<file path="src/rtl/gtrd_pkg.sv">
// Shared types and constants for the grid tile rectangle diff block.
// Used by the configuration, controller, datapath and top-level modules.
package gtrd_pkg;

    // Default grid limits, handed to the top-level parameters.
    localparam int DEF_MAX_COLS = 8;
    localparam int DEF_MAX_ROWS = 8;

    // Field widths fixed by the interface.
    localparam int OP_W     = 2;
    localparam int EDGE_W   = 16;
    localparam int OLD_W    = 8;
    localparam int TILE_W   = 6;
    localparam int ACT_W    = 2;
    localparam int STORE_W  = 3;
    localparam int CFG_W    = 4;

    // Configuration port.
    localparam int APB_DATA_W = 32;
    localparam int APB_ADDR_W = 3;
    localparam logic REG_COL_COUNT = 1'b0;
    localparam logic REG_ROW_COUNT = 1'b1;
    localparam logic [CFG_W-1:0] CFG_RESET = 4'd4;

    // At most this many results leave for one request.
    localparam int RESULT_CAP = 64;
    localparam int CAP_W      = $clog2(RESULT_CAP + 1);

    // Operation codes.
    localparam logic [OP_W-1:0] OP_CREATE   = 2'd0;
    localparam logic [OP_W-1:0] OP_UPDATE   = 2'd1;
    localparam logic [OP_W-1:0] OP_DELETE   = 2'd2;
    localparam logic [OP_W-1:0] OP_RESERVED = 2'd3;

    // Per-tile action codes.
    localparam logic [ACT_W-1:0] ACT_CREATED = 2'd0;
    localparam logic [ACT_W-1:0] ACT_DELETED = 2'd1;
    localparam logic [ACT_W-1:0] ACT_UPDATED = 2'd2;

    typedef enum logic {
        ST_IDLE,
        ST_SCAN
    } state_t;

    // Controller to datapath.
    typedef struct packed {
        logic capture;
        logic advance;
    } cmd_t;

    // Datapath to controller.
    typedef struct packed {
        logic none;
        logic slot_free;
        logic done_evt;
    } status_t;

endpackage

</file>
<file path="src/rtl/gtrd_cfg.sv">
// Configuration register file: column and row counts behind an APB-style port.
// Depends on gtrd_pkg.
module gtrd_cfg
    import gtrd_pkg::*;
(
    input  logic                  clk,
    input  logic                  rst_n,
    input  logic                  psel,
    input  logic                  penable,
    input  logic                  pwrite,
    input  logic [APB_ADDR_W-1:0] paddr,
    input  logic [APB_DATA_W-1:0] pwdata,
    output logic [APB_DATA_W-1:0] prdata,
    output logic                  pready,
    output logic [CFG_W-1:0]      col_count,
    output logic [CFG_W-1:0]      row_count
);

    logic [CFG_W-1:0] col_count_reg;
    logic [CFG_W-1:0] row_count_reg;
    logic             wr_en;

    assign wr_en  = psel && penable && pwrite;
    assign pready = 1'b1;

    always_ff @(posedge clk or negedge rst_n)
    begin
        if (!rst_n)
        begin
            col_count_reg <= CFG_RESET;
            row_count_reg <= CFG_RESET;
        end
        else if (wr_en)
        begin
            if (paddr[2] == REG_COL_COUNT)
            begin
                col_count_reg <= pwdata[CFG_W-1:0];
            end
            else
            begin
                row_count_reg <= pwdata[CFG_W-1:0];
            end
        end
    end

    assign prdata = (paddr[2] == REG_ROW_COUNT) ? APB_DATA_W'(row_count_reg)
                                                 : APB_DATA_W'(col_count_reg);
    assign col_count = col_count_reg;
    assign row_count = row_count_reg;

endmodule

</file>
<file path="src/rtl/gtrd_ctrl.sv">
// Sequencing state machine: takes a request, then steps the tile scan.
// Depends on gtrd_pkg.
module gtrd_ctrl
    import gtrd_pkg::*;
(
    input  logic    clk,
    input  logic    rst_n,
    input  logic    in_valid,
    output logic    in_ready,
    output cmd_t    cmd,
    input  status_t sts
);

    state_t state_reg;
    state_t state_next;

    always_ff @(posedge clk or negedge rst_n)
    begin
        if (!rst_n)
        begin
            state_reg <= ST_IDLE;
        end
        else
        begin
            state_reg <= state_next;
        end
    end

    always_comb
    begin
        state_next  = state_reg;
        in_ready    = 1'b0;
        cmd.capture = 1'b0;
        cmd.advance = 1'b0;
        case (state_reg)
            ST_IDLE:
            begin
                in_ready    = 1'b1;
                cmd.capture = in_valid;
                if (in_valid && !sts.none)
                begin
                    state_next = ST_SCAN;
                end
            end
            ST_SCAN:
            begin
                cmd.advance = sts.slot_free;
                if (sts.done_evt)
                begin
                    state_next = ST_IDLE;
                end
            end
            default:
            begin
                state_next = ST_IDLE;
            end
        endcase
    end

endmodule

</file>
<file path="src/rtl/gtrd_dp.sv">
// Datapath: maps bounds to tile rectangles, scans tiles and holds the result register.
// Depends on gtrd_pkg; driven by gtrd_ctrl.
module gtrd_dp
    import gtrd_pkg::*;
#(
    parameter int MAX_COLS = DEF_MAX_COLS,
    parameter int MAX_ROWS = DEF_MAX_ROWS
)
(
    input  logic                clk,
    input  logic                rst_n,
    input  cmd_t                cmd,
    output status_t             sts,
    input  logic [CFG_W-1:0]    col_count,
    input  logic [CFG_W-1:0]    row_count,
    input  logic [OP_W-1:0]     op,
    input  logic [EDGE_W-1:0]   left_x,
    input  logic [EDGE_W-1:0]   top_y,
    input  logic [EDGE_W-1:0]   right_x,
    input  logic [EDGE_W-1:0]   bottom_y,
    input  logic [OLD_W-1:0]    old_col_lo,
    input  logic [OLD_W-1:0]    old_row_lo,
    input  logic [OLD_W-1:0]    old_col_hi,
    input  logic [OLD_W-1:0]    old_row_hi,
    output logic                out_valid,
    input  logic                out_ready,
    output logic [TILE_W-1:0]   tile_index,
    output logic [ACT_W-1:0]    action,
    output logic                last,
    output logic [STORE_W-1:0]  new_col_lo,
    output logic [STORE_W-1:0]  new_row_lo,
    output logic [STORE_W-1:0]  new_col_hi,
    output logic [STORE_W-1:0]  new_row_hi
);

    localparam int COL_W  = (MAX_COLS > 1) ? $clog2(MAX_COLS) : 1;
    localparam int ROW_W  = (MAX_ROWS > 1) ? $clog2(MAX_ROWS) : 1;
    localparam int CCNT_W = $clog2(MAX_COLS + 1);
    localparam int RCNT_W = $clog2(MAX_ROWS + 1);
    localparam int CPROD_W = EDGE_W + CCNT_W;
    localparam int RPROD_W = EDGE_W + RCNT_W;

    // Effective grid size and tile rectangles of the offered request.
    logic [CCNT_W-1:0]  cols;
    logic [RCNT_W-1:0]  rows;
    logic [COL_W-1:0]   cols_m1;
    logic [ROW_W-1:0]   rows_m1;
    logic [CPROD_W-1:0] prod_l, prod_r;
    logic [RPROD_W-1:0] prod_t, prod_b;
    logic [COL_W-1:0]   nc0, nc1, oc0, oc1, lc;
    logic [ROW_W-1:0]   nr0, nr1, or0, or1, lr;
    logic               new_ok, old_ok, new_after, has_evt;

    // Captured request.
    logic [OP_W-1:0]    op_reg;
    logic [COL_W-1:0]   nc0_reg, nc1_reg, oc0_reg, oc1_reg, last_col_reg, cols_m1_reg;
    logic [ROW_W-1:0]   nr0_reg, nr1_reg, or0_reg, or1_reg, last_row_reg;

    // Scan position.
    logic [COL_W-1:0]   col_reg, col_next;
    logic [ROW_W-1:0]   row_reg, row_next;
    logic [TILE_W-1:0]  tile_reg, tile_next;
    logic [CAP_W-1:0]   cnt_reg, cnt_next;

    logic               in_new, in_old, evt, at_last, cap_hit, is_last;
    logic [ACT_W-1:0]   act;
    logic               out_valid_reg, out_valid_next;
    logic               load_out;

    logic [TILE_W-1:0]  tile_index_reg;
    logic [ACT_W-1:0]   action_reg;
    logic               last_reg;
    logic [STORE_W-1:0] new_col_lo_reg, new_row_lo_reg, new_col_hi_reg, new_row_hi_reg;

    // A zero count behaves as one; counts past the grid limit saturate.
    always_comb
    begin
        if (col_count == '0)
        begin
            cols = CCNT_W'(1);
        end
        else if (int'(col_count) > MAX_COLS)
        begin
            cols = CCNT_W'(MAX_COLS);
        end
        else
        begin
            cols = CCNT_W'(col_count);
        end
        if (row_count == '0)
        begin
            rows = RCNT_W'(1);
        end
        else if (int'(row_count) > MAX_ROWS)
        begin
            rows = RCNT_W'(MAX_ROWS);
        end
        else
        begin
            rows = RCNT_W'(row_count);
        end
    end

    assign cols_m1 = COL_W'(cols - CCNT_W'(1));
    assign rows_m1 = ROW_W'(rows - RCNT_W'(1));

    // floor(q * n / 65536) is always below n, so no clamp is needed here.
    assign prod_l = CPROD_W'(left_x)   * CPROD_W'(cols);
    assign prod_r = CPROD_W'(right_x)  * CPROD_W'(cols);
    assign prod_t = RPROD_W'(top_y)    * RPROD_W'(rows);
    assign prod_b = RPROD_W'(bottom_y) * RPROD_W'(rows);
    assign nc0 = COL_W'(prod_l >> EDGE_W);
    assign nc1 = COL_W'(prod_r >> EDGE_W);
    assign nr0 = ROW_W'(prod_t >> EDGE_W);
    assign nr1 = ROW_W'(prod_b >> EDGE_W);

    assign oc0 = (old_col_lo > OLD_W'(cols_m1)) ? cols_m1 : COL_W'(old_col_lo);
    assign oc1 = (old_col_hi > OLD_W'(cols_m1)) ? cols_m1 : COL_W'(old_col_hi);
    assign or0 = (old_row_lo > OLD_W'(rows_m1)) ? rows_m1 : ROW_W'(old_row_lo);
    assign or1 = (old_row_hi > OLD_W'(rows_m1)) ? rows_m1 : ROW_W'(old_row_hi);

    assign new_ok = (nc0 <= nc1) && (nr0 <= nr1);
    assign old_ok = (oc0 <= oc1) && (or0 <= or1);
    assign new_after = (nr1 > or1) || ((nr1 == or1) && (nc1 > oc1));

    // The final event of a request is the bottom-right corner, in scan order,
    // of the rectangle (or the later of the two) that produces events.
    always_comb
    begin
        has_evt = 1'b0;
        lc      = nc1;
        lr      = nr1;
        case (op)
            OP_CREATE:
            begin
                has_evt = new_ok;
            end
            OP_DELETE:
            begin
                has_evt = old_ok;
                lc      = oc1;
                lr      = or1;
            end
            OP_UPDATE:
            begin
                has_evt = new_ok || old_ok;
                if (!new_ok || (old_ok && !new_after))
                begin
                    lc = oc1;
                    lr = or1;
                end
            end
            default:
            begin
                has_evt = 1'b0;
            end
        endcase
    end

    // Evaluation of the tile under the scan position.
    assign in_new = (col_reg >= nc0_reg) && (col_reg <= nc1_reg) &&
                    (row_reg >= nr0_reg) && (row_reg <= nr1_reg);
    assign in_old = (col_reg >= oc0_reg) && (col_reg <= oc1_reg) &&
                    (row_reg >= or0_reg) && (row_reg <= or1_reg);

    always_comb
    begin
        evt = 1'b0;
        act = ACT_CREATED;
        case (op_reg)
            OP_CREATE:
            begin
                evt = in_new;
            end
            OP_DELETE:
            begin
                evt = in_old;
                act = ACT_DELETED;
            end
            OP_UPDATE:
            begin
                evt = in_new || in_old;
                if (in_new && in_old)
                begin
                    act = ACT_UPDATED;
                end
                else if (in_old)
                begin
                    act = ACT_DELETED;
                end
            end
            default:
            begin
                evt = 1'b0;
            end
        endcase
    end

    assign at_last = (col_reg == last_col_reg) && (row_reg == last_row_reg);
    assign cap_hit = (cnt_reg == CAP_W'(RESULT_CAP - 1));
    assign is_last = at_last || cap_hit;
    assign load_out = cmd.advance && evt;

    assign sts.none      = !has_evt;
    assign sts.slot_free = !out_valid_reg || out_ready;
    assign sts.done_evt  = sts.slot_free && evt && is_last;

    // Scan steps row-major; the tile index simply counts along with it.
    always_comb
    begin
        col_next  = col_reg;
        row_next  = row_reg;
        tile_next = tile_reg;
        cnt_next  = cnt_reg;
        if (cmd.capture)
        begin
            col_next  = '0;
            row_next  = '0;
            tile_next = '0;
            cnt_next  = '0;
        end
        else if (cmd.advance)
        begin
            tile_next = tile_reg + TILE_W'(1);
            if (evt)
            begin
                cnt_next = cnt_reg + CAP_W'(1);
            end
            if (col_reg == cols_m1_reg)
            begin
                col_next = '0;
                row_next = row_reg + ROW_W'(1);
            end
            else
            begin
                col_next = col_reg + COL_W'(1);
            end
        end
    end

    always_comb
    begin
        out_valid_next = out_valid_reg;
        if (load_out)
        begin
            out_valid_next = 1'b1;
        end
        else if (out_ready)
        begin
            out_valid_next = 1'b0;
        end
    end

    always_ff @(posedge clk or negedge rst_n)
    begin
        if (!rst_n)
        begin
            col_reg       <= '0;
            row_reg       <= '0;
            tile_reg      <= '0;
            cnt_reg       <= '0;
            op_reg        <= OP_RESERVED;
            out_valid_reg <= 1'b0;
        end
        else
        begin
            col_reg       <= col_next;
            row_reg       <= row_next;
            tile_reg      <= tile_next;
            cnt_reg       <= cnt_next;
            out_valid_reg <= out_valid_next;
            if (cmd.capture)
            begin
                op_reg <= op;
            end
        end
    end

    always_ff @(posedge clk)
    begin
        if (cmd.capture)
        begin
            nc0_reg      <= nc0;
            nc1_reg      <= nc1;
            nr0_reg      <= nr0;
            nr1_reg      <= nr1;
            oc0_reg      <= oc0;
            oc1_reg      <= oc1;
            or0_reg      <= or0;
            or1_reg      <= or1;
            last_col_reg <= lc;
            last_row_reg <= lr;
            cols_m1_reg  <= cols_m1;
        end
        if (load_out)
        begin
            tile_index_reg <= tile_reg;
            action_reg     <= act;
            last_reg       <= is_last;
            if (op_reg == OP_DELETE)
            begin
                new_col_lo_reg <= '0;
                new_row_lo_reg <= '0;
                new_col_hi_reg <= '0;
                new_row_hi_reg <= '0;
            end
            else
            begin
                new_col_lo_reg <= STORE_W'(nc0_reg);
                new_row_lo_reg <= STORE_W'(nr0_reg);
                new_col_hi_reg <= STORE_W'(nc1_reg);
                new_row_hi_reg <= STORE_W'(nr1_reg);
            end
        end
    end

    assign out_valid  = out_valid_reg;
    assign tile_index = tile_index_reg;
    assign action     = action_reg;
    assign last       = last_reg;
    assign new_col_lo = new_col_lo_reg;
    assign new_row_lo = new_row_lo_reg;
    assign new_col_hi = new_col_hi_reg;
    assign new_row_hi = new_row_hi_reg;

endmodule

</file>
<file path="src/rtl/grid_tile_rect_diff.sv">
// Top level of the grid tile rectangle diff block.
// Instantiates gtrd_cfg, gtrd_ctrl and gtrd_dp; depends on gtrd_pkg.
//
// Each request carries an operation (create, update or delete), an element's
// new bounds as Q0.16 screen fractions and the tile rectangle the element
// stored earlier. The bounds are turned into a tile rectangle in the cycle
// the request is taken (column = floor(x * cols / 65536), likewise for rows),
// and the block then walks the grid one tile per clock in row-major order
// while the output register can take a result, from tile 0 up to the last
// tile that produces an event. Every affected tile leaves as one result, in
// ascending tile index order, with last set on the final one and with the
// new rectangle attached so the element can store it (zero for a delete).
// At most 64 results leave per request. A request with no events, or with
// the reserved operation code, produces nothing and is finished in the cycle
// it is taken. A new request is taken the cycle after the previous one's
// final result has entered the output register, while that result may still
// wait to be taken.
// Column and row counts sit at byte addresses 0 and 4 of the APB-style port;
// zero acts as one and values above the grid limit saturate to it. They are
// to be changed only while the block is idle.
module grid_tile_rect_diff
    import gtrd_pkg::*;
#(
    parameter int MAX_COLS = DEF_MAX_COLS,
    parameter int MAX_ROWS = DEF_MAX_ROWS
)
(
    input  logic                  clk,
    input  logic                  rst_n,
    // Configuration port.
    input  logic                  psel,
    input  logic                  penable,
    input  logic                  pwrite,
    input  logic [APB_ADDR_W-1:0] paddr,
    input  logic [APB_DATA_W-1:0] pwdata,
    output logic [APB_DATA_W-1:0] prdata,
    output logic                  pready,
    // Request channel.
    input  logic                  in_valid,
    output logic                  in_ready,
    input  logic [OP_W-1:0]       op,
    input  logic [EDGE_W-1:0]     left_x,
    input  logic [EDGE_W-1:0]     top_y,
    input  logic [EDGE_W-1:0]     right_x,
    input  logic [EDGE_W-1:0]     bottom_y,
    input  logic [OLD_W-1:0]      old_col_lo,
    input  logic [OLD_W-1:0]      old_row_lo,
    input  logic [OLD_W-1:0]      old_col_hi,
    input  logic [OLD_W-1:0]      old_row_hi,
    // Result channel.
    output logic                  out_valid,
    input  logic                  out_ready,
    output logic [TILE_W-1:0]     tile_index,
    output logic [ACT_W-1:0]      action,
    output logic                  last,
    output logic [STORE_W-1:0]    new_col_lo,
    output logic [STORE_W-1:0]    new_row_lo,
    output logic [STORE_W-1:0]    new_col_hi,
    output logic [STORE_W-1:0]    new_row_hi
);

    logic [CFG_W-1:0] col_count;
    logic [CFG_W-1:0] row_count;
    cmd_t             cmd;
    status_t          sts;

    // Register file for the grid size.
    gtrd_cfg u_cfg (
        .clk       (clk),
        .rst_n     (rst_n),
        .psel      (psel),
        .penable   (penable),
        .pwrite    (pwrite),
        .paddr     (paddr),
        .pwdata    (pwdata),
        .prdata    (prdata),
        .pready    (pready),
        .col_count (col_count),
        .row_count (row_count)
    );

    // The controller takes a request when idle and then paces the scan
    // against the output register.
    gtrd_ctrl u_ctrl (
        .clk      (clk),
        .rst_n    (rst_n),
        .in_valid (in_valid),
        .in_ready (in_ready),
        .cmd      (cmd),
        .sts      (sts)
    );

    // The datapath holds both rectangles, the scan position and the result
    // register that separates the scan from the downstream consumer.
    gtrd_dp #(
        .MAX_COLS (MAX_COLS),
        .MAX_ROWS (MAX_ROWS)
    ) u_dp (
        .clk        (clk),
        .rst_n      (rst_n),
        .cmd        (cmd),
        .sts        (sts),
        .col_count  (col_count),
        .row_count  (row_count),
        .op         (op),
        .left_x     (left_x),
        .top_y      (top_y),
        .right_x    (right_x),
        .bottom_y   (bottom_y),
        .old_col_lo (old_col_lo),
        .old_row_lo (old_row_lo),
        .old_col_hi (old_col_hi),
        .old_row_hi (old_row_hi),
        .out_valid  (out_valid),
        .out_ready  (out_ready),
        .tile_index (tile_index),
        .action     (action),
        .last       (last),
        .new_col_lo (new_col_lo),
        .new_row_lo (new_row_lo),
        .new_col_hi (new_col_hi),
        .new_row_hi (new_row_hi)
    );

endmodule
</file>
<file path="config.mk">
export PLATFORM = sky130hd
export DESIGN_NAME = grid_tile_rect_diff
export DESIGN_NICKNAME = d
export VERILOG_FILES = /design/src/rtl/gtrd_pkg.sv /design/src/rtl/gtrd_cfg.sv /design/src/rtl/gtrd_ctrl.sv /design/src/rtl/gtrd_dp.sv /design/src/rtl/grid_tile_rect_diff.sv
export SDC_FILE = /design/constraint.sdc
export NUM_CORES = 1
export LEC_CHECK = 0
export BUFFER_PORTS_ARGS = -buffer_cell sky130_fd_sc_hd__buf_4
export CAP_MARGIN = 20
export CORE_ASPECT_RATIO = 0.6
export CORE_UTILIZATION = 53
export DETAILED_ROUTE_END_ITERATION = 8
export PLACE_DENSITY = 0.89
export SLEW_MARGIN = 20
export SYNTH_ARGS = -nofsm -noshare
export SYNTH_HDL_FRONTEND = slang
export SYNTH_HIERARCHICAL = 1
export SYNTH_SLANG_ARGS = --single-unit
</file>
<file path="constraint.sdc">
create_clock -name clk -period 5.39 [get_ports clk]
set_input_delay 1.078 -clock clk [delete_from_list [all_inputs] [get_ports clk]]
set_output_delay 1.078 -clock clk [all_outputs]
set_load 0.01 [all_outputs]
</file>
==> impl_metrics.json, run 1 <==
{
  "ys.flop_type": "edfxtp_1",
  "core_um2": 21300,
  "cp-start-kind": "input port",
  "finalSetupViolations": 7,
  "synth_edf_count": 54,
  "die_x_um": 194,
  "via_per_inst": 5.61,
  "crit_slowest_cell": "fa_1",
  "layout_min_cycle_time_ps": 5900,
  "synth_area_um2": 11700,
  "clock_skew_ps": 6.66,
  "cts_sinks": 85,
  "vias": 10300,
  "power.density_nw_per_um2": 440,
  "ir_worst_vdd_uv": 254,
  "cap_violations": 0,
  "antenna_found_initial": 1,
  "avgRoutedWirePerCell_um": 17.9,
  "r2r_start": "u_cfg/col_count[1]",
  "placed_area_um2": 13700,
  "r2r_slack_ps": -390,
  "grt_pass1_vias": 10300,
  "start_util_pct": 54.9,
  "end_kind": "register",
  "largest_reg_flops": 7,
  "drive_above_1_share_pct": 26.0,
  "place.gp.congestion": 0.906,
  "synth.avg_cell_area_um2": 8.89,
  "synthArstFlopShare_pct": 36.5,
  "synth_xor_area_share_pct": 2.68,
  "dr.first_iter.drc_count": 1078,
  "violations": "setup timing",
  "worstHoldEndpoint": "u_dp/tile_index[5]",
  "r2r_cells": 24,
  "syn_to_final_growth_pct": 24.9,
  "maxSlewViolCount": 0,
  "path_cells": "buf_4, and2_4, fa_1, inv_1, fa_1, inv_2, ha_4, nand4_1, a211oi_2, buf_4, a21o_1, a221o_1, xor2_1, inv_1, ha_4, a21oi_2, a31oi_1, nor2_1, o21ai_2, nand2_2, buf_6, o21ai_4, o311ai_4",
  "port_buffers": 136,
  "grt_pass1_wl_um": 48700,
  "crit_buf_inv": 6,
  "drt_wl_total_um": 32800,
  "seqPwrFrac_pct": 16.2,
  "setup-tns-final_ps": -3240,
  "cts-root-buf": "clkbuf_16",
  "multi_input_area_um2": 8540,
  "worst_pin_slew_ps": 992,
  "rows": 41,
  "io_pins": 196,
  "timing_hold_violations_final": 0,
  "period_share_pct": 110,
  "critPathMaxFanout": 5,
  "die_area_um2": 22700,
  "drc": 0,
  "p_clk_share_pct": 9.8,
  "cp.arrival_ps": 5980,
  "htreeDepth": 3,
  "regToRegEndpoint": "u_dp/last_row_reg[0]",
  "ys_top_cells_by_area": "fa_1, ha_1, edfxtp_1",
  "synth_top_family_by_area": "adder cells",
  "rsz0062_at_grt": "yes",
  "dp_hpwl_um": 23100,
  "synth_seq_cells": 85,
  "crit_type": "in2reg",
  "postLayoutCoreUtil_pct": 68.6,
  "final.setup.worst_slack_ps": -514,
  "cts_tree": "built",
  "register_area_um2": 2400,
  "status": "finished with violations",
  "cts_buffers": 9,
  "drtPass1Iterations": 9,
  "diodes": 0,
  "yosys.cell_types.count": 75,
  "cp.required_ps": 5460,
  "comb_power_share_pct": 74.0,
  "ant_nets": 0,
  "path_clk_slew_ps": 60,
  "p_int_mw": 3.39,
  "synth_fa_ha_area_share_pct": 33.4,
  "slowest_delay_ps": 650,
  "slew_headroom_pct": 33.6,
  "fin_nets": 1938,
  "yosys_warnings": 6,
  "hold_path_class": "reg2reg",
  "p_leak_nw": 7.49,
  "die_height_um": 117,
  "synth-compound-area-share_pct": 10.2,
  "track_usage_pct": 26.8,
  "holdPathStages": 0,
  "yosys.area_share.simple_pct": 19.3,
  "synth_largest_area_cell": "fa_1",
  "fillers": 1463,
  "grt_remaining_overflow": 0,
  "power_switching_mw": 3.06,
  "hold_start": "u_dp/tile_reg[5]",
  "synthCells": 1319,
  "fmax_ghz": 0.169,
  "grt_max_degree": 42,
  "insertion_delay_ps": 350,
  "ys_seq_area_share_pct": 20.5,
  "path_delay_family": "adder cells",
  "synth_top_area_share_pct": 18.4,
  "fin_area_um2": 14600,
  "swShare_pct": 47.5,
  "muxShareOfSynthArea_pct": 1.96,
  "cts_buffer_depth": 2
}
[through the flow]
| stage | power, mW | hold slack (ps) | setup WS, ps | std cells |
|---|---|---|---|---|
| final | 6.45 | 468 | -514 | 1834 |
| after global routing | 6.87 | 475 | -551 | 1834 |
| after CTS | 5.73 | 468 | 1.55 | 1824 |
| after detailed placement | 4.86 | 453 | -551 | 1804 |
| after global placement | 4.54 | 447 | -360 | 1804 |
| after floorplan | 3.55 | 434 | 1.46 | 1346 |
[layout make-up]
type | count | area share (%)
multi-input combinational | 922 | 58.3
sequential | 85 | 16.4
timing repair buffer | 256 | 13.8
inverter | 276 | 7.08
tap | 279 | 2.38
clock buffer | 10 | 1.56
clock inverter | 6 | 0.479
[cells by family (layout without fill, tap and decap cells)]
kind of cell	after synthesis	count (layout)
flip-flops	85	85
other	2	29
XOR/XNOR	35	35
adder cells (fa/ha/maj)	248	248
AO/OA/AOI/OAI	169	169
AND/OR/NAND/NOR	420	420
buffers and inverters	339	548
multiplexers	21	21
[synth_stat cells (6+ instances only)]
cell and instances:
o21ai_1 11, a21o_1 19, buf_4 30, mux2i_1 8
fa_1 108, a21oi_1 47, dfrtp_1 27, xnor2_1 14
inv_1 276, edfxtp_1 54, xor2_1 20, clkbuf_1 32
and3_1 6, nand2_1 104, nor2b_1 15, ha_1 140
nand3_1 16, o21ai_0 23, and2_1 158, nor2_1 57
or3_1 7, nand4_1 11, nand2b_1 10, nor3_1 9
mux2_2 12, a31oi_1 8
[timing repair]
| item | CTS | global route |
|---|---|---|
| cloned | 0 | 1 |
| endpoints found under the setup margin | 7 | 7 |
| pin swaps | 36 | 50 |
| hold buffers | 0 | 0 |
| buffers inserted | 4 | 9 |
| resized for setup | 48 | 68 |
| endpoints found under the hold margin | 0 | 0 |
[cell usage in the layout (no fill, tap or decap), types with 12 or more instances in the layout]
master and count:
xnor2_1 14, inv_2 13, nand3_1 15, o21ai_0 12, xor2_1 18, inv_1 263
edfxtp_1 54, buf_4 242, a21oi_1 38, and2_1 143, mux2_2 12, o21ai_1 14
nand2_1 103, ha_4 17, nor2_1 56, conb_1 29, fa_1 108, ha_1 121
a21o_1 19, dfrtp_1 26, nor2b_1 12, and2_4 15
[worst max path at each step]
stage                      from                    to  slack (ps)  depth (start not counted)
finish               right_x[7]  u_dp/last_row_reg[0]        -510                         23
global route         right_x[7]  u_dp/last_row_reg[0]        -550                         23
CTS                 right_x[12]      u_ctrl/state_reg           2                         25
detailed placement   right_x[9]      u_ctrl/state_reg        -550                         25
global placement       top_y[1]  u_dp/last_col_reg[0]        -360                         22
floorplan            right_x[4]  u_dp/last_row_reg[1]           1                         21
[worst reg2reg max path: cells and delay by family (launching register included)]
kind | cells | cell delay (ps)
DFF | 1 | 430
buffers and inverters | 6 | 840
and+or+nand+nor | 5 | 780
AOI/OAI and AO/OA | 8 | 1480
xor gates and xnor gates | 1 | 260
adders and majority gates | 4 | 1710
[routing by layer]
metal  track usage (%)  vias up  routed length (µm)
met3              5.64      170                2880
met5                 0        -                  17
met1              32.9     4884               13400
li1                  -     4621                   -
met2              46.6      620               15000
met4              11.6        2                1540
[power groups by stage]
| stage | Combinational [mW] | Sequential [mW] | Clock [mW] |
|---|---|---|---|
| 2_1_floorplan | 2.52 | 1.03 | 0 |
| 3_3_place_gp | 3.50 | 1.04 | 0 |
| 3_5_place_dp | 3.80 | 1.05 | 0 |
| 4_1_cts | 4.06 | 1.04 | 0.636 |
| 5_1_grt | 5.15 | 1.06 | 0.662 |
| 6_report | 4.77 | 1.04 | 0.631 |
Note: power is estimated with default switching activity, not from simulation.
==> run 2, diff against run 1 <==
Settings changed: CORE_UTILIZATION 53 to 59, PLACE_DENSITY 0.89 to 0.93.
Clock period 5.39 ns to 5.61 ns, I/O delays scaled along.
==> impl_metrics.json, run 2 (synthesis gave the netlist of run 1 again) <==
{
  "status": "complete, no violations",
  "track_usage_pct": 28.1,
  "dr.first_iter.drc_count": 747,
  "r2r_cells": 23,
  "cp.arrival_ps": 5560,
  "layout_common_cells": "inv_1, buf_4, and2_1, ha_1, fa_1",
  "end_kind": "register",
  "cts-root-buf": "clkbuf_16",
  "drive_above_1_share_pct": 18.1,
  "syn_to_final_growth_pct": 16.9,
  "cts_sinks": 85,
  "fin_hold_ws_ps": 483,
  "htreeDepth": 3,
  "power_switching_mw": 2.48,
  "fmax_ghz": 0.183,
  "finalSetupViolations": 0,
  "path_clk_slew_ps": 70,
  "largest_reg_flops": 7,
  "p_clk_share_pct": 11.3,
  "period_share_pct": 97.5,
  "fin_nets": 1879,
  "timing_hold_violations_final": 0,
  "post-place-ws_ps": -442,
  "hold_buffers": 0,
  "p_total_mw": 5.28,
  "dp_hpwl_um": 22500,
  "placed_area_um2": 13300,
  "ant_nets": 0,
  "maxSlewViolCount": 0,
  "antenna_found_initial": 0,
  "grt_pass1_wl_um": 46400,
  "cts_buffer_depth": 2,
  "cts_buffers": 9,
  "grt_remaining_overflow": 0,
  "slew_headroom_pct": 48.4,
  "crit_type": "in2reg",
  "insertion_delay_ps": 340,
  "avgRoutedWirePerCell_um": 15.7,
  "regToRegEndpoint": "u_dp/last_col_reg[0]",
  "r2r_slack_ps": 200,
  "hold_path_class": "reg2reg",
  "hold_start": "u_dp/tile_reg[5]",
  "rows": 39,
  "power.density_nw_per_um2": 385,
  "final.setup.worst_slack_ps": 142,
  "start_util_pct": 61.0,
  "cap_violations": 0,
  "holdPathStages": 0,
  "cp.required_ps": 5700,
  "io_pins": 196,
  "die_x_um": 184,
  "worstHoldEndpoint": "u_dp/tile_index[5]",
  "ir_worst_vdd_uv": 236,
  "p_leak_nw": 7.14,
  "core_um2": 19200,
  "diodes": 0,
  "grt_pass1_vias": 9902,
  "final_common_cell": "inv_1",
  "die_height_um": 111,
  "layout_min_cycle_time_ps": 5470,
  "worst_pin_slew_ps": 766,
  "r2r_start": "u_cfg/row_count[2]",
  "cp-start-kind": "input port",
  "seqPwrFrac_pct": 19.0,
  "clock_skew_ps": 5.27,
  "grt_max_degree": 58,
  "critPathMaxFanout": 6,
  "drc": 0,
  "p_int_mw": 2.80,
  "comb_power_share_pct": 69.7,
  "swShare_pct": 46.9,
  "vias": 9584,
  "setup-tns-final_ps": 0,
  "drt_wl_total_um": 27800,
  "die_area_um2": 20500,
  "port_buffers": 136,
  "cts_tree": "built",
  "via_per_inst": 5.44,
  "fin_area_um2": 13700,
  "place.gp.congestion": 0.910,
  "drtPass1Iterations": 5
}
run 2: repair_timing:
item | 4_1_cts | 5_1_grt
pin swaps | 0 | 6
resized for setup | 3 | 18
endpoints found under the setup margin | 4 | 7
setup buffers | 0 | 1
run 2: power by group through the flow:
| stage | Combinational (mW) | Clock (mW) | Sequential (mW) |
|---|---|---|---|
| 3_5_place_dp | 3.47 | 0 | 1.01 |
| 2_1_floorplan | 2.39 | 0 | 0.986 |
| 5_1_grt | 4.08 | 0.639 | 1.02 |
| 4_1_cts | 3.51 | 0.607 | 1.00 |
| 6_report | 3.68 | 0.599 | 1.00 |
| 3_3_place_gp | 3.18 | 0 | 0.998 |
run 2: routing by layer:
| metal | global-route usage, % | wire length, µm | vias to the layer above |
|---|---|---|---|
| li1 | - | - | 4511 |
| met1 | 37.7 | 12100 | 4631 |
| met2 | 47.6 | 13300 | 370 |
| met3 | 4.70 | 1870 | 72 |
| met4 | 6.50 | 544 | 0 |
| met5 | 0 | 0 | - |
run 2: area by class of cell:
type                            instances  area [µm²]
Clock buffer                           10         229
Fill cell                            1398        5510
Tap cell                              266         333
Clock inverter                          6        70.1
Inverter                              276        1040
Timing Repair Buffer                  197        1520
Multi-Input combinational cell        922        8130
Sequential cell                        85        2400
run 2: how the worst max path moves through the flow:
stage                          start              endpoint  slack (ps)  cells past startpoint
after floorplan           right_x[4]  u_dp/last_row_reg[1]          90                     21
after global placement    right_x[4]      u_ctrl/state_reg        -310                     24
after detailed placement  right_x[5]      u_ctrl/state_reg        -440                     24
after CTS                   top_y[1]  u_dp/last_col_reg[0]          20                     21
after global routing      right_x[4]      u_ctrl/state_reg         -20                     25
final                       top_y[1]  u_dp/last_col_reg[0]         140                     21
run 2: worst max-delay path, stage by stage:
cell      delay (ps)
buf_4            120
and2_1           170
fa_1             550
inv_1             60
fa_1             520
inv_1             40
ha_1             280
o21ai_1          160
a21oi_1          130
a311oi_4         350
a21boi_0         130
o21ai_1          140
nand2b_1         110
xor2_2           170
inv_2             80
ha_4             300
a211oi_4          60
buf_4            150
o41ai_4          360
nand3_2          220
a211o_1          320
run 2: stage by stage:
stage	instances	util, %
after CTS	1761	70.9
after global placement	1745	69.3
after floorplan	1346	-
after global routing	1762	71.3
final	1762	71.3
after detailed placement	1745	69.3
==> run 3, diff against run 2 <==
Settings changed: CORE_UTILIZATION 59 to 52, PLACE_DENSITY 0.93 to 0.85, TNS_END_PERCENT set to 10.
==> impl_metrics.json, run 3 (synthesis gave the netlist of run 1 again) <==
{
  "status": "complete, no violations",
  "p_leak_nw": 7.25,
  "rows": 42,
  "core_um2": 22100,
  "slowest_delay_ps": 550,
  "start_util_pct": 53.1,
  "maxSlewViolCount": 0,
  "fin_area_um2": 14100,
  "period_share_pct": 99.0,
  "p_total_mw": 5.43,
  "fin_nets": 1896,
  "setup-tns-final_ps": 0,
  "grt_remaining_overflow": 0,
  "hold_path_class": "reg2reg",
  "clock_skew_ps": 9.69,
  "slew_headroom_pct": 51.3,
  "vias": 9429,
  "cap_violations": 0,
  "final_common_cell": "inv_1",
  "cp.required_ps": 5700,
  "multi_input_area_um2": 8300,
  "path_clk_slew_ps": 70,
  "grt_pass1_wl_um": 45700,
  "layout_common_cells": "inv_1, buf_4, and2_1, ha_1, fa_1",
  "fin_hold_ws_ps": 473,
  "htreeDepth": 3,
  "grt_max_degree": 34,
  "cts_buffers": 9,
  "final.setup.worst_slack_ps": 55.0,
  "diodes": 0,
  "ir_worst_vdd_uv": 232,
  "track_usage_pct": 24.3,
  "critical_path.startpoint": "top_y[1]",
  "cts_sinks": 85,
  "drive_above_1_share_pct": 21.5,
  "cp-start-kind": "input port",
  "placed_area_um2": 13500,
  "worst_pin_slew_ps": 724,
  "dr.first_iter.drc_count": 448,
  "drt_wl_total_um": 27500,
  "die_height_um": 118,
  "r2r_cells": 23,
  "power.density_nw_per_um2": 386,
  "cts_tree": "built",
  "holdPathStages": 0,
  "crit_type": "in2reg",
  "register_area_um2": 2400,
  "port_buffers": 136,
  "drtPass1Iterations": 5,
  "post-place-ws_ps": -356,
  "antenna_found_initial": 1,
  "postLayoutCoreUtil_pct": 63.8,
  "end_kind": "register",
  "r2r_start": "u_cfg/row_count[3]",
  "regToRegEndpoint": "u_dp/last_col_reg[0]",
  "crit_slowest_cell": "fa_1",
  "finalSetupViolations": 0,
  "path_cells": "buf_4, and2_1, fa_1, inv_1, fa_1, inv_1, ha_1, o21ai_1, a21oi_2, a311oi_4, a21boi_2, o21ai_1, nand2b_1, xor2_1, inv_1, ha_4, nor4_2, buf_4, o41ai_4, buf_4, nand3_4, a211o_1",
  "layout_min_cycle_time_ps": 5550,
  "cp.arrival_ps": 5650,
  "final_cells": 1799,
  "fmax_ghz": 0.180,
  "critPathMaxFanout": 6,
  "avgRoutedWirePerCell_um": 15.3,
  "grt_pass1_vias": 9625,
  "timing_hold_violations_final": 0,
  "cts-root-buf": "clkbuf_16",
  "r2r_slack_ps": 160,
  "drc": 0,
  "ant_nets": 0,
  "fillers": 1779,
  "dp.cells": 1779,
  "hold_buffers": 0,
  "cp-endpoint": "u_dp/last_col_reg[0]",
  "io_pins": 196,
  "die_area_um2": 23200,
  "cts_buffer_depth": 2,
  "syn_to_final_growth_pct": 20.0,
  "insertion_delay_ps": 350,
  "largest_reg_flops": 7,
  "die_x_um": 196,
  "via_per_inst": 5.24,
  "place.gp.congestion": 0.884,
  "dp_hpwl_um": 22400
}
==> run 3: how the worst min path moves through the flow <==
| stage | startpoint | to | slack [ps] |
|---|---|---|---|
| after floorplan | u_dp/tile_reg[5] | u_dp/tile_index[5] | 430 |
| after global placement | u_dp/tile_reg[5] | u_dp/tile_index[5] | 450 |
| after detailed placement | u_dp/tile_reg[5] | u_dp/tile_index[5] | 460 |
| after CTS | u_dp/tile_reg[5] | u_dp/tile_index[5] | 470 |
| after global routing | u_dp/tile_reg[5] | u_dp/tile_index[5] | 500 |
| final | u_dp/tile_reg[5] | u_dp/tile_index[5] | 470 |
==> run 3: where the power goes <==
group | internal (mW) | leakage, nW | switching [mW]
logic | 1.69 | 6.24 | 2.15
registers | 0.873 | 0.867 | 0.133
clock network | 0.315 | 0.148 | 0.272
total | 2.87 | 7.25 | 2.55
==> run 3: layout make-up <==
cell class / instances / area share, %
sequential: 85 / 17.1
clock buffer: 9 / 1.60
clock inverter: 7 / 0.542
timing repair buffer: 214 / 11.9
inverter: 276 / 7.36
multi-input combinational: 922 / 58.9
tap: 286 / 2.54
==> run 3: critical path, delay by kind of cell <==
| family | cells | cell delay (ps) |
|---|---|---|
| adder cells (fa/ha/maj) | 4 | 1660 |
| AO/OA/AOI/OAI | 7 | 1570 |
| buffers and inverters | 6 | 690 |
| AND/OR/NAND/NOR | 4 | 410 |
| XOR/XNOR | 1 | 180 |
==> run 3: per-layer routing <==
layer / share of wire, % / vias to the layer above / track usage, %
met1: 45 / 4554 / 33.0
met3: 5.9 / 48 / 3.71
li1: - / 4546 / -
met5: 0 / - / 0
met2: 48 / 281 / 40.9
met4: 1.6 / 0 / 5.42
==> run 3: timing repair <==
item                       4_1_cts  5_1_grt
setup buffers                    0        4
pin swaps                        2       37
setup endpoints to repair        4        7
cloned                           0        0
resized for setup                3       57
